**config.mk**
```make
export PLATFORM = sky130hd
export DESIGN_NAME = weekly_alarm_table_top
export DESIGN_NICKNAME = d
export VERILOG_FILES = /design/src/rtl/core/wat_pkg.sv /design/src/rtl/core/wat_cell.sv /design/src/rtl/core/wat_ctrl.sv /design/src/rtl/core/weekly_alarm_table_top.sv
export SDC_FILE = /design/constraint.sdc
export NUM_CORES = 2
export LEC_CHECK = 0
export BUFFER_PORTS_ARGS = -buffer_cell sky130_fd_sc_hd__buf_2
export CAP_MARGIN = 20
export CORE_ASPECT_RATIO = 0.5
export CORE_MARGIN = 1
export CORE_UTILIZATION = 69
export CTS_CLUSTER_DIAMETER = 80
export CTS_CLUSTER_SIZE = 20
export DETAILED_ROUTE_END_ITERATION = 6
export HOLD_SLACK_MARGIN = 0.06
export PLACE_DENSITY = 0.87
export SYNTH_ARGS = -nofsm -noshare
export SYNTH_HDL_FRONTEND = slang
export SYNTH_SLANG_ARGS = --single-unit
export TNS_END_PERCENT = 10
```
**constraint.sdc**
```tcl
create_clock -name clk -period 6.9 [get_ports clk]
set_input_delay 0.345 -clock clk [delete_from_list [all_inputs] [get_ports clk]]
set_output_delay 0.345 -clock clk [all_outputs]
set_load 0.01 [all_outputs]
```
**src/rtl/core/wat_pkg.sv**
```systemverilog
// ============================================================================
// wat_pkg
// Shared types and constants for the weekly alarm table.
// ============================================================================
package wat_pkg;

    localparam int MODE_W   = 3;
    localparam int SLOT_W   = 6;
    localparam int MASK_W   = 8;
    localparam int MIN_W    = 11;
    localparam int ACT_W    = 8;
    localparam int DOW_W    = 3;
    localparam int STATUS_W = 3;

    // stream payload widths, padded to whole bytes
    localparam int S_DATA_W = 48;
    localparam int M_DATA_W = 16;

    typedef enum logic [MODE_W-1:0] {
        MODE_CHECK  = 3'd0,
        MODE_ADD    = 3'd1,
        MODE_MODIFY = 3'd2,
        MODE_DELETE = 3'd3,
        MODE_CLEAR  = 3'd4
    } mode_t;

    typedef enum logic [STATUS_W-1:0] {
        STAT_DONE  = 3'd0,
        STAT_FULL  = 3'd1,
        STAT_BADIX = 3'd2,
        STAT_EMPTY = 3'd3,
        STAT_HIT   = 3'd4,
        STAT_NOHIT = 3'd5
    } status_t;

    typedef enum logic [1:0] {
        ST_IDLE,
        ST_SCAN,
        ST_FLUSH
    } state_t;

    // one table entry as held in a cell
    typedef struct packed {
        logic              valid;
        logic [MASK_W-1:0] mask;
        logic [MIN_W-1:0]  minute;
        logic [ACT_W-1:0]  action;
    } entry_t;

    // latched request, broadcast to every cell
    typedef struct packed {
        mode_t             mode;
        logic [SLOT_W-1:0] slot;
        logic [MASK_W-1:0] mask;
        logic [MIN_W-1:0]  minute;
        logic [ACT_W-1:0]  action;
        logic [MIN_W-1:0]  now_min;
        logic [DOW_W-1:0]  dow;
    } key_t;

    // controller to cell commands
    typedef struct packed {
        logic start;      // token to first cell
        logic step;       // token moves one cell up
        logic wr_entry;   // token cell takes whole entry, becomes valid
        logic wr_action;  // token cell takes action only
        logic shift;      // cells at or above slot take neighbor entry
        logic clear_all;  // drop all valid bits
    } cmd_t;

    // report of the token cell, zero from all others
    typedef struct packed {
        logic             valid;
        logic             dup;
        logic             hit;
        logic [ACT_W-1:0] action;
    } rep_t;

endpackage

```
**src/rtl/core/wat_cell.sv**
```systemverilog
// ============================================================================
// wat_cell
// One alarm entry with its scan token and local compare logic.
// ============================================================================
module wat_cell
    import wat_pkg::*;
#(
    parameter int INDEX = 0
)
(
    input  logic   clk,
    input  logic   rst_n,
    input  cmd_t   cmd,
    input  key_t   key,
    input  logic   token_in,
    output logic   token_out,
    input  entry_t up,
    output entry_t entry,
    output rep_t   rep
);

    localparam logic [SLOT_W-1:0] MY_IDX = SLOT_W'(INDEX);

    logic              token_reg, token_next;
    logic              valid_reg, valid_next;
    logic [MASK_W-1:0] mask_reg;
    logic [MIN_W-1:0]  minute_reg;
    logic [ACT_W-1:0]  action_reg;
    logic              shift_here;
    logic              wr_here;
    logic              wr_act_here;

    assign shift_here  = cmd.shift && (MY_IDX >= key.slot);
    assign wr_here     = token_reg && cmd.wr_entry;
    assign wr_act_here = token_reg && cmd.wr_action;

    always_comb
    begin
        if (cmd.start)
        begin
            token_next = (INDEX == 0);
        end
        else if (cmd.step)
        begin
            token_next = token_in;
        end
        else
        begin
            token_next = token_reg;
        end

        if (cmd.clear_all)
        begin
            valid_next = 1'b0;
        end
        else if (shift_here)
        begin
            valid_next = up.valid;
        end
        else if (wr_here)
        begin
            valid_next = 1'b1;
        end
        else
        begin
            valid_next = valid_reg;
        end
    end

    always_ff @(posedge clk or negedge rst_n)
    begin
        if (!rst_n)
        begin
            token_reg <= 1'b0;
            valid_reg <= 1'b0;
        end
        else
        begin
            token_reg <= token_next;
            valid_reg <= valid_next;
        end
    end

    always_ff @(posedge clk)
    begin
        if (shift_here)
        begin
            mask_reg   <= up.mask;
            minute_reg <= up.minute;
            action_reg <= up.action;
        end
        else if (wr_here)
        begin
            mask_reg   <= key.mask;
            minute_reg <= key.minute;
            action_reg <= key.action;
        end
        else if (wr_act_here)
        begin
            action_reg <= key.action;
        end
    end

    assign token_out = token_reg;
    assign entry     = '{valid: valid_reg, mask: mask_reg, minute: minute_reg,
                         action: action_reg};

    // report only while holding the token
    always_comb
    begin
        rep.valid  = token_reg && valid_reg;
        rep.dup    = token_reg && (mask_reg == key.mask) && (minute_reg == key.minute);
        rep.hit    = token_reg && valid_reg && (minute_reg == key.now_min)
                     && mask_reg[key.dow];
        rep.action = token_reg ? action_reg : '0;
    end

endmodule

```
**src/rtl/core/wat_ctrl.sv**
```systemverilog
// ============================================================================
// wat_ctrl
// Request sequencer: walks the token along the cells and forms results.
// ============================================================================
module wat_ctrl
    import wat_pkg::*;
#(
    parameter int ENTRIES = 20
)
(
    input  logic                clk,
    input  logic                rst_n,
    input  logic                s_tvalid,
    output logic                s_tready,
    input  logic [S_DATA_W-1:0] s_tdata,
    input  logic [MODE_W-1:0]   s_tuser,
    input  rep_t                rep,
    output cmd_t                cmd,
    output key_t                key,
    output logic                m_tvalid,
    input  logic                m_tready,
    output logic [M_DATA_W-1:0] m_tdata,
    output logic [STATUS_W-1:0] m_tuser,
    output logic                m_tlast
);

    localparam int IDX_W = (ENTRIES > 1) ? $clog2(ENTRIES) : 1;
    localparam int PAD_W = M_DATA_W - SLOT_W - ACT_W;

    state_t            state_reg, state_next;
    logic [IDX_W-1:0]  idx_reg, idx_next;
    key_t              key_reg, key_next;
    logic              pend_valid_reg, pend_valid_next;
    logic [ACT_W-1:0]  pend_action_reg, pend_action_next;
    logic [SLOT_W-1:0] pend_slot_reg, pend_slot_next;
    logic              out_valid_reg, out_valid_next;
    status_t           out_status_reg, out_status_next;
    logic [ACT_W-1:0]  out_action_reg, out_action_next;
    logic [SLOT_W-1:0] out_slot_reg, out_slot_next;
    logic              out_last_reg, out_last_next;

    logic              out_free;
    logic              at_end;
    logic              slot_bad;
    logic [SLOT_W-1:0] cur_slot;

    assign out_free = !out_valid_reg || m_tready;
    assign at_end   = (idx_reg == IDX_W'(ENTRIES - 1));
    assign slot_bad = ({1'b0, key_reg.slot} >= (SLOT_W + 1)'(ENTRIES));
    assign cur_slot = SLOT_W'(idx_reg);

    always_comb
    begin
        state_next       = state_reg;
        idx_next         = idx_reg;
        key_next         = key_reg;
        pend_valid_next  = pend_valid_reg;
        pend_action_next = pend_action_reg;
        pend_slot_next   = pend_slot_reg;
        out_valid_next   = out_valid_reg && !m_tready;
        out_status_next  = out_status_reg;
        out_action_next  = out_action_reg;
        out_slot_next    = out_slot_reg;
        out_last_next    = out_last_reg;
        cmd              = '0;
        s_tready         = 1'b0;

        unique case (state_reg)
            ST_IDLE:
            begin
                s_tready = 1'b1;
                if (s_tvalid)
                begin
                    key_next.mode    = mode_t'(s_tuser);
                    key_next.slot    = s_tdata[5:0];
                    key_next.mask    = s_tdata[13:6];
                    key_next.minute  = s_tdata[24:14];
                    key_next.action  = s_tdata[32:25];
                    key_next.now_min = s_tdata[43:33];
                    key_next.dow     = s_tdata[46:44];
                    cmd.start        = 1'b1;
                    idx_next         = '0;
                    pend_valid_next  = 1'b0;
                    state_next       = ST_SCAN;
                end
            end

            ST_SCAN:
            begin
                unique case (key_reg.mode)
                    MODE_CHECK:
                    begin
                        // a second hit can go out only once the first one fits
                        if (!(rep.hit && pend_valid_reg && !out_free))
                        begin
                            if (rep.hit)
                            begin
                                if (pend_valid_reg)
                                begin
                                    out_valid_next  = 1'b1;
                                    out_status_next = STAT_HIT;
                                    out_action_next = pend_action_reg;
                                    out_slot_next   = pend_slot_reg;
                                    out_last_next   = 1'b0;
                                end
                                pend_valid_next  = 1'b1;
                                pend_action_next = rep.action;
                                pend_slot_next   = cur_slot;
                            end
                            if (at_end)
                            begin
                                state_next = ST_FLUSH;
                            end
                            else
                            begin
                                cmd.step = 1'b1;
                                idx_next = idx_reg + 1'b1;
                            end
                        end
                    end

                    MODE_ADD:
                    begin
                        if (out_free)
                        begin
                            if (rep.valid && rep.dup)
                            begin
                                cmd.wr_action   = 1'b1;
                                out_valid_next  = 1'b1;
                                out_status_next = STAT_DONE;
                                out_action_next = '0;
                                out_slot_next   = cur_slot;
                                out_last_next   = 1'b1;
                                state_next      = ST_IDLE;
                            end
                            else if (!rep.valid)
                            begin
                                // valid entries form a prefix: first gap is free slot
                                cmd.wr_entry    = 1'b1;
                                out_valid_next  = 1'b1;
                                out_status_next = STAT_DONE;
                                out_action_next = '0;
                                out_slot_next   = cur_slot;
                                out_last_next   = 1'b1;
                                state_next      = ST_IDLE;
                            end
                            else if (at_end)
                            begin
                                out_valid_next  = 1'b1;
                                out_status_next = STAT_FULL;
                                out_action_next = '0;
                                out_slot_next   = '0;
                                out_last_next   = 1'b1;
                                state_next      = ST_IDLE;
                            end
                            else
                            begin
                                cmd.step = 1'b1;
                                idx_next = idx_reg + 1'b1;
                            end
                        end
                    end

                    MODE_MODIFY, MODE_DELETE:
                    begin
                        if (out_free)
                        begin
                            if (slot_bad)
                            begin
                                out_valid_next  = 1'b1;
                                out_status_next = STAT_BADIX;
                                out_action_next = '0;
                                out_slot_next   = key_reg.slot;
                                out_last_next   = 1'b1;
                                state_next      = ST_IDLE;
                            end
                            else if (cur_slot == key_reg.slot)
                            begin
                                out_valid_next  = 1'b1;
                                out_action_next = '0;
                                out_slot_next   = key_reg.slot;
                                out_last_next   = 1'b1;
                                state_next      = ST_IDLE;
                                if (!rep.valid)
                                begin
                                    out_status_next = STAT_EMPTY;
                                end
                                else
                                begin
                                    out_status_next = STAT_DONE;
                                    if (key_reg.mode == MODE_MODIFY)
                                    begin
                                        cmd.wr_entry = 1'b1;
                                    end
                                    else
                                    begin
                                        cmd.shift = 1'b1;
                                    end
                                end
                            end
                            else
                            begin
                                cmd.step = 1'b1;
                                idx_next = idx_reg + 1'b1;
                            end
                        end
                    end

                    MODE_CLEAR:
                    begin
                        if (out_free)
                        begin
                            cmd.clear_all   = 1'b1;
                            out_valid_next  = 1'b1;
                            out_status_next = STAT_DONE;
                            out_action_next = '0;
                            out_slot_next   = '0;
                            out_last_next   = 1'b1;
                            state_next      = ST_IDLE;
                        end
                    end

                    default:
                    begin
                        // unused modes just acknowledge
                        if (out_free)
                        begin
                            out_valid_next  = 1'b1;
                            out_status_next = STAT_DONE;
                            out_action_next = '0;
                            out_slot_next   = '0;
                            out_last_next   = 1'b1;
                            state_next      = ST_IDLE;
                        end
                    end
                endcase
            end

            ST_FLUSH:
            begin
                if (out_free)
                begin
                    out_valid_next  = 1'b1;
                    out_status_next = pend_valid_reg ? STAT_HIT : STAT_NOHIT;
                    out_action_next = pend_valid_reg ? pend_action_reg : '0;
                    out_slot_next   = pend_valid_reg ? pend_slot_reg : '0;
                    out_last_next   = 1'b1;
                    pend_valid_next = 1'b0;
                    state_next      = ST_IDLE;
                end
            end

            default:
            begin
                state_next = ST_IDLE;
            end
        endcase
    end

    always_ff @(posedge clk or negedge rst_n)
    begin
        if (!rst_n)
        begin
            state_reg      <= ST_IDLE;
            idx_reg        <= '0;
            pend_valid_reg <= 1'b0;
            out_valid_reg  <= 1'b0;
        end
        else
        begin
            state_reg      <= state_next;
            idx_reg        <= idx_next;
            pend_valid_reg <= pend_valid_next;
            out_valid_reg  <= out_valid_next;
        end
    end

    always_ff @(posedge clk)
    begin
        key_reg         <= key_next;
        pend_action_reg <= pend_action_next;
        pend_slot_reg   <= pend_slot_next;
        out_status_reg  <= out_status_next;
        out_action_reg  <= out_action_next;
        out_slot_reg    <= out_slot_next;
        out_last_reg    <= out_last_next;
    end

    assign key      = key_reg;
    assign m_tvalid = out_valid_reg;
    assign m_tdata  = {{PAD_W{1'b0}}, out_slot_reg, out_action_reg};
    assign m_tuser  = out_status_reg;
    assign m_tlast  = out_last_reg;

endmodule

```
**src/rtl/core/weekly_alarm_table_top.sv**
```systemverilog
// ============================================================================
// weekly_alarm_table_top
// Packed table of weekly alarms held in a chain of entry cells.
// ============================================================================
// Operation: a token walks the cells one per cycle unless an output stall holds
//   it. Add, modify and delete stop at the cell concerned, with the result
//   registered. A check walks all ENTRIES cells, then a flush state forms its
//   final result.
// Requests: one at a time, set by the single token walking the chain.
//   Output stalls hold the walk.
// Reset: all valid bits, the token and the output valid flag clear at once.
// ============================================================================
module weekly_alarm_table_top
    import wat_pkg::*;
#(
    parameter int ENTRIES = 20   // 1 .. 64
)
(
    input  logic                clk,
    input  logic                rst_n,

    // request stream
    input  logic                s_tvalid,
    output logic                s_tready,
    // slot[5:0], day_mask[13:6], alarm_minute[24:14], action_code[32:25],
    // now_minute[43:33], day_of_week[46:44], zero pad[47]
    input  logic [S_DATA_W-1:0] s_tdata,
    // mode[2:0]
    input  logic [MODE_W-1:0]   s_tuser,

    // result stream
    output logic                m_tvalid,
    input  logic                m_tready,
    // hit_action[7:0], hit_slot[13:8], zero pad[15:14]
    output logic [M_DATA_W-1:0] m_tdata,
    // status[2:0]
    output logic [STATUS_W-1:0] m_tuser,
    // last result of a request
    output logic                m_tlast
);

    cmd_t               cmd;
    key_t               key;
    rep_t               rep_all;
    rep_t               rep_arr   [ENTRIES];
    entry_t             ent_arr   [ENTRIES];
    logic [ENTRIES-1:0] tok_vec;
    logic [ENTRIES-1:0] valid_vec;

    // Cell i looks at cell i+1 for the delete shift; the top cell pulls in an
    // empty entry. The token enters at cell 0 and moves upward.
    for (genvar i = 0; i < ENTRIES; i++)
    begin : g_cell
        entry_t up_ent;
        logic   tok_in;

        if (i == ENTRIES - 1)
        begin : g_top
            assign up_ent = '0;
        end
        else
        begin : g_mid
            assign up_ent = ent_arr[i + 1];
        end

        if (i == 0)
        begin : g_first
            assign tok_in = 1'b0;
        end
        else
        begin : g_next
            assign tok_in = tok_vec[i - 1];
        end

        wat_cell #(
            .INDEX (i)
        ) u_cell (
            .clk       (clk),
            .rst_n     (rst_n),
            .cmd       (cmd),
            .key       (key),
            .token_in  (tok_in),
            .token_out (tok_vec[i]),
            .up        (up_ent),
            .entry     (ent_arr[i]),
            .rep       (rep_arr[i])
        );

        assign valid_vec[i] = ent_arr[i].valid;
    end

    // only the token cell reports, so an OR picks its report
    always_comb
    begin
        rep_all = '0;
        for (int i = 0; i < ENTRIES; i++)
        begin
            rep_all = rep_all | rep_arr[i];
        end
    end

    wat_ctrl #(
        .ENTRIES (ENTRIES)
    ) u_ctrl (
        .clk      (clk),
        .rst_n    (rst_n),
        .s_tvalid (s_tvalid),
        .s_tready (s_tready),
        .s_tdata  (s_tdata),
        .s_tuser  (s_tuser),
        .rep      (rep_all),
        .cmd      (cmd),
        .key      (key),
        .m_tvalid (m_tvalid),
        .m_tready (m_tready),
        .m_tdata  (m_tdata),
        .m_tuser  (m_tuser),
        .m_tlast  (m_tlast)
    );

    // ------------------------------------------------------------------------
    // Assertions
    // ------------------------------------------------------------------------

    // never more than one token in the chain
    a_token_onehot: assert property (@(posedge clk) disable iff (!rst_n)
        $onehot0(tok_vec))
        else $error("more than one cell holds the scan token");

    // valid entries always form a prefix of the table
    a_packed: assert property (@(posedge clk) disable iff (!rst_n)
        (valid_vec & (valid_vec + 1'b1)) == '0)
        else $error("alarm table is no longer packed");

    // an entry write lands in exactly one cell
    a_write_one: assert property (@(posedge clk) disable iff (!rst_n)
        (cmd.wr_entry || cmd.wr_action) |-> $onehot(tok_vec))
        else $error("entry write without a single token holder");

    // a new request is only taken with the chain at rest
    a_start_idle: assert property (@(posedge clk) disable iff (!rst_n)
        cmd.start |-> !(cmd.step || cmd.shift || cmd.wr_entry || cmd.clear_all))
        else $error("request accepted while the chain is busy");

endmodule
```
Yosys cells after proc, flatten, opt, wreduce, memory -nomap -nowiden
Cells that the tools add are included.
- register bits: 670
- word-level logic and storage cells: 913
- output and inout port bits: 22
- input bits: 55
- equality and inequality tests: 87
- bitwise logic cells: 20
- reduce and logical (&&, ||, !) cells: 241
- muxes and demuxes: 425
- $add $sub $neg: 1
- $lt $le $gt $ge: 22
- operators with widths (cell ; number):
    $mux W8 ; 130
    $eq A11 B11 Y1 ; 40
    $mux W11 ; 38
    $or A11 B11 Y11 ; 19
    $mux W1 ; 169
    $logic_and A1 B1 Y1 ; 164
    $eq A8 B8 Y1 ; 20
    $reduce_bool A3 Y1 ; 40
    $mux W6 ; 12
    $bmux W1 S3 ; 20
    $mux W5 ; 11
    $ge A4 B6 Y1 const A ; 8
    $reduce_bool A2 Y1 ; 23
    $mux W3 ; 13
    $mux W2 ; 15
    $ge A3 B6 Y1 const A ; 4
    $ge A5 B6 Y1 const A ; 4
    $pmux W8 S3 ; 1
    $reduce_and A10 Y1 ; 2
    $ne A3 B2 Y1 const B ; 6
    $pmux W6 S3 ; 1
    $pmux W8 S2 ; 1
    $pmux W5 S3 ; 1
    $ge A1 B6 Y1 const A ; 2
    36 further kinds ; 52

Logic depth before layout (Yosys ltp)
- depth after elaboration: 32
- mapped depth: 14
- depth with buffers taken out: 11

Modules after synthesis
A second synthesis with hierarchy kept.
- cell total of the unflattened synthesis: 2815
- area, all modules: 39497.9 um2
- by module, submodules not included (module ; area an instance (um2) ; seq. area each (um2) ; instances ; cells an instance):
    wat_cell at g_cell[2].u_cell ... ; 1829.3 ; 860.8 ; 3 ; 126
    wat_ctrl ; 3583.4 ; 2657.5 ; 1 ; 247
    wat_cell at g_cell[11].u_cell ... ; 1737.9 ; 860.8 ; 2 ; 123
    wat_cell at g_cell[10].u_cell ; 1838.0 ; 860.8 ; 1 ; 127
    wat_cell at g_cell[12].u_cell ; 1835.5 ; 860.8 ; 1 ; 126
    wat_cell at g_cell[0].u_cell ; 1821.7 ; 860.8 ; 1 ; 126
    wat_cell at g_cell[16].u_cell ; 1821.7 ; 860.8 ; 1 ; 125
    wat_cell at g_cell[8].u_cell ; 1820.5 ; 860.8 ; 1 ; 126
    wat_cell at g_cell[13].u_cell ; 1750.4 ; 860.8 ; 1 ; 124
    wat_cell at g_cell[3].u_cell ; 1747.9 ; 860.8 ; 1 ; 123
    wat_cell at g_cell[9].u_cell ; 1747.9 ; 860.8 ; 1 ; 124
    wat_cell at g_cell[5].u_cell ; 1744.2 ; 860.8 ; 1 ; 124
    wat_cell at g_cell[18].u_cell ; 1737.9 ; 860.8 ; 1 ; 125
    wat_cell at g_cell[17].u_cell ; 1736.7 ; 860.8 ; 1 ; 123
    +5 rows ; n/a ; n/a ; n/a ; n/a

Least setup slack after synthesis
No wires, ideal clock.
- kind: register to register
- start point: register u_ctrl.idx_reg[2]
- end point: register g_cell[2].u_cell.mask_reg[0] (enable)
- path slack: 3.517 ns
- setup time: 0.376 ns
- period minus slack after synthesis: 3.383 ns
- stages on the path, launching flop included: 13
- required time: 6.524 ns
- arrival: 3.007 ns
- buffers on the path: 4
- cells stage by stage: dfrtp_1 > clkbuf_1 > xnor2_1 > nand4_1 > or3_1 > a2111oi_0 > nand2b_1 > clkbuf_1 > nor3_1 > buf_2 > nand2_1 > buf_2 > nand2_1
- word-level cells in the longest chain between the ends: 8
- elaborated cells between the ends (all ways): 13
- classes of those cells: 1 x eq/ne; 9 x mux; 3 x reduce/logical
- ends and longest elaborated chain (element ; RTL line ; text):
    start, declared ; wat_ctrl.sv:31 ; logic [IDX_W-1:0] idx_reg, idx_next;
    start signal, assigned ; wat_ctrl.sv:272 ; idx_reg <= idx_next;
    $eq A5 B6 Y1 * ; wat_ctrl.sv:177 ; else if (cur_slot == key_reg.slot)
    $mux W1 ; wat_ctrl.sv:177 ;
    $mux W2 or $mux W1 (tied branches) ; wat_ctrl.sv:168 ; if (slot_bad)
    $mux W2 or $mux W1 (tied branches) ; wat_ctrl.sv:166 ; if (out_free)
    $pmux W1 S2 or $mux W1 (tied branches) ; wat_ctrl.sv:90 ; unique case (key_reg.mode)
    $mux W5 * ; wat_ctrl.sv:68 ; unique case (state_reg)
    $logic_and A1 B1 Y1, on equally long branches ; wat_cell.sv:34, wat_cell.sv:33 ;
    $reduce_bool A2 Y1 (no source line) * ; n/a ;
    end signal, assigned ; wat_cell.sv:88 ; mask_reg <= up.mask;
    end signal, assigned ; wat_cell.sv:94 ; mask_reg <= key.mask;
    end, declared ; wat_cell.sv:26 ; logic [MASK_W-1:0] mask_reg;
Mark *: on every way between the ends. The rest lies on a longest branch, timed or not.
A chain may end at the register's enable or synchronous reset.

Final worst setup path
- start point: register u_ctrl.key_reg, in the netlist u_ctrl.key[30]
- end point: register g_cell[5].u_cell.action_reg[5] (enable)
- word-level cells in the longest chain between the ends: 28
- elaborated cells between the ends (all ways): 69
- classes of those cells: 20 x eq/ne; 6 x mux; 19 x bitwise; 24 x reduce/logical
- ends and longest elaborated chain (element ; RTL line ; text):
    start, declared ; wat_ctrl.sv:32 ; key_t key_reg, key_next;
    start signal, assigned ; wat_ctrl.sv:280 ; key_reg <= key_next;
    $eq A11 B11 Y1 ; wat_cell.sv:112 ; rep.dup = token_reg && (mask_reg == key.mask) && (minute_reg == key.minute);
    $logic_and A1 B1 Y1 ; wat_cell.sv:112 ;
    $or A11 B11 Y11 (18 in a row) ; weekly_alarm_table_top.sv:98 ; rep_all = rep_all | rep_arr[i];
    $or A11 B11 Y11 * ; weekly_alarm_table_top.sv:98 ;
    $logic_and A1 B1 Y1 * ; wat_ctrl.sv:126 ; if (rep.valid && rep.dup)
    $mux W2 or $mux W1 (tied branches) ; wat_ctrl.sv:126 ;
    $mux W3 * ; wat_ctrl.sv:124 ; if (out_free)
    $pmux W1 S2 or $mux W1 (tied branches) ; wat_ctrl.sv:90 ;
    $mux W5 * ; wat_ctrl.sv:68 ;
    $logic_and A1 B1 Y1, on equally long branches ; wat_cell.sv:34, wat_cell.sv:35 ;
    $reduce_bool A3 Y1 (no source line) * ; n/a ;
    end signal, assigned ; wat_cell.sv:90 ; action_reg <= up.action;
    end signal, assigned ; wat_cell.sv:96 ; action_reg <= key.action;
    end signal, assigned ; wat_cell.sv:100 ; action_reg <= key.action;
    end, declared ; wat_cell.sv:28 ; logic [ACT_W-1:0] action_reg;
Marks and branches as above.

==> impl_metrics.tcl <==
set metrics [dict create \
    status "completed" \
    gr-usage-all-layers 0.454 \
    syn_inst 3371 \
    cts-htree-levels 2 \
    dr_total_vias 29800 \
    fin_nets 3430 \
    r2r_slack_ns 1.88 \
    antenna_left 0 \
    post_cts_buffers 0 \
    synth_edf_count 594 \
    cts_root_buffer "clkbuf_16" \
    largest_reg_flops 220 \
    crit_path_end_kind "flop" \
    crit_arrival_ns 5.20 \
    critPathLaunch "u_ctrl.key[30]$_DFFE_PP_" \
    port-buffer-count 73 \
    viasPerCell 7.18 \
    cts.path.max_buffers 3 \
    die_w_microns 337 \
    pwr_density_cell_nw_per_um2 254 \
    hold_depth 4 \
    clock_insertion_delay_worst_skew_ns 0.61 \
    worstSetupStartpointType "flop" \
    cts_resized 0 \
    rsz0062_at_grt "no" \
    num_io_pins 77 \
    layout-drive-gt1-share 0.192 \
    grt-ovfl-total 0 \
    first_pass_iters 6 \
    ys_seq_elements 670 \
    fin_crit_sh 0.728 \
    ys_async_sr_fraction 0.0731 \
    wirelength_mm 129 \
    r2r_start "u_ctrl.key[30]$_DFFE_PP_" \
    area_growth_pct 6.64 \
    wl_per_cell_microns 31.2 \
    static-leakage-power_nw 14.1 \
    finalClockSkew_ns 0.0376 \
    drt_iter0_drc 5057 \
    avgSynthCellArea_sq_um 11.5 \
    grt_pass1_vias 28000 \
    synthFlopType "edfxtp_1" \
    endpoint "g_cell[5].u_cell.action_reg[5]$_DFFE_PP_" \
    dpl_worst_slack_ns 1.83 \
    fmax_mhz 199 \
    die_area_sq_um 57100 \
    total_power_mw 10.5 \
    slew_headroom 0.168 \
    layout_commonest_cell "nand2_1" \
    criticalPathCategory "reg2reg" \
    ir_worst_vdd_mv 0.289 \
    gp_congestion 1.05 \
    cts.clk_slew.worst_paths_ns 0.09 \
    grt_max_degree 50 \
    fin_tns_setup_ns 0 \
    rows 60 \
    cts_tree "yes" \
    setup_viol 0 \
    r2r.worst_path.cells 11 \
    final_cell_mix "nand2_1, edfxtp_1, xnor2_1" \
    grt_first_pass_wirelength_mm 187 \
    hold_class "in2reg" \
    initial_utilization 0.710 \
    period_needed_ns 5.02 \
    path_max_fanout 17 \
    cts.sinks 670 \
    ys_seq_area_frac 0.506 \
    min_from "s_tvalid" \
    netlist_area_sq_um 38700 \
    fill_cells 3557 \
    antenna_found_initial 8 \
    worst_slew_pin_slew_ns 1.24 \
    r2r_end "g_cell[5].u_cell.action_reg[5]$_DFFE_PP_" \
    yosysWarnings 0 \
    postLayoutCoreUtil 0.757 \
    drc 0 \
    hold_viol_final 0 \
    finalWorstSetupSlack_ns 1.88 \
    cp_data_required_time_ns 7.08 \
    slew_viol_final 0 \
    synth.distinct_cells 72 \
    numCtsBuffers 39 \
    hpwl_mm 90.3 \
    max_cap_violations 0 \
    core_area_sq_um 54600 \
    die_h_microns 170 \
]
power breakdown:
| group | internal [mW] | switching [mW] |
|---|---|---|
| combinational | 1.14 | 1.78 |
| clock | 1.13 | 1.38 |
| sequential | 4.75 | 0.312 |
critical path: stages, from the launching register on:
cell,delay [ns]
edfxtp_1,1.13
buf_4,0.45
xnor2_1,0.15
nand4_1,0.11
nor4_1,0.07
a22oi_1,0.34
nand4_1,0.27
nor4b_2,0.99
o21bai_2,0.36
buf_6,0.28
nand2_1,0.08
nand2_1,0.33
through the flow:
stage	instances	hold slack (ns)	cell area [sq um]
finish	4145	0.207	41300
global route	4143	0.280	41300
CTS	4139	0.178	41300
detailed placement	4017	0.499	39600
global placement	4016	0.483	39600
floorplan	3372	0.0494	38700
synthesized netlist by cell type, types with 6 or more instances:
cell type / n / share of area
nand2_1: 650 / 0.063
nand4_1: 201 / 0.032
mux2i_1: 33 / 0.0085
nand2b_1: 9 / 0.0015
edfxtp_1: 594 / 0.46
clkbuf_1: 106 / 0.010
ha_1: 6 / 0.0019
buf_6: 8 / 0.0023
a22o_1: 40 / 0.0090
xnor2_1: 420 / 0.095
nor4_1: 68 / 0.011
a22oi_1: 29 / 0.0056
buf_2: 59 / 0.0076
inv_1: 14 / 0.0014
mux4_2: 34 / 0.020
a21oi_1: 44 / 0.0057
a31oi_1: 8 / 0.0013
buf_4: 41 / 0.0079
o21ai_0: 29 / 0.0037
and3_1: 10 / 0.0016
nor3_1: 36 / 0.0047
mux4_1: 6 / 0.0041
nor2_1: 47 / 0.0046
buf_1: 58 / 0.0056
o221a_2: 15 / 0.0044
nand3_1: 45 / 0.0058
dfrtp_1: 49 / 0.032
or4_1: 16 / 0.0031
or3_1: 6 / 0.00097
mux2_2: 360 / 0.10
xor2_1: 185 / 0.042
dfxtp_1: 27 / 0.014
a221oi_1: 32 / 0.0072
nor2b_1: 14 / 0.0023
a21o_1: 7 / 0.0014
kinds of logic (layout without fill, tap and decap cells):
kind of cell / count (synthesis) / in the layout / share of synthesized area
flip-flops: 670 / 670 / 0.506
multiplexers: 433 / 433 / 0.137
AO/OA/AOI/OAI: 246 / 246 / 0.0473
XOR/XNOR: 605 / 605 / 0.137
AND/OR/NAND/NOR: 1124 / 1124 / 0.135
adder cells (fa/ha/maj): 6 / 6 / 0.00194
other: 1 / 4 / 0.0000968
buffers and inverters: 286 / 313 / 0.0352
area by class of cell:
class	instances	area, sq um	area share
clock inverters	1	11.3	0.000273
flip-flops and latches	670	19600	0.475
diodes	2	5.00	0.000121
multi-input cells	2416	17900	0.432
clock buffers	70	1130	0.0275
well taps	744	931	0.0225
inverters	14	52.6	0.00127
repair buffers	228	1710	0.0414
how the worst min path moves through the flow:
stage,slack [ns],to
after global routing,0.28,u_ctrl.pend_valid_reg$_DFFE_PN0P_
after CTS,0.18,u_ctrl.pend_valid_reg$_DFFE_PN0P_
after floorplan,0.05,g_cell[0].u_cell.token_out$_DFFE_PN0P_
after detailed placement,0.50,g_cell[19].u_cell.mask_reg[7]$_SDFFE_PP0P_
after global placement,0.48,g_cell[19].u_cell.action_reg[4]$_SDFFE_PP0P_
final,0.21,u_ctrl.pend_valid_reg$_DFFE_PN0P_
what timing repair did:
item,4_1_cts,5_1_grt
hold endpoints to repair,99,0
hold buffers,51,0
endpoints found under the setup margin,0,0
routing by layer:
metal	global-route usage	vias up	part of all wire	wire length (microns)
li1	-	12200	-	-
met1	0.645	14300	0.36	47000
met2	0.633	2736	0.40	52300
met3	0.158	498	0.18	23500
met4	0.187	6	0.051	6630
met5	0	-	0.00028	36
No activity file was read; power rests on OpenSTA's default activity.
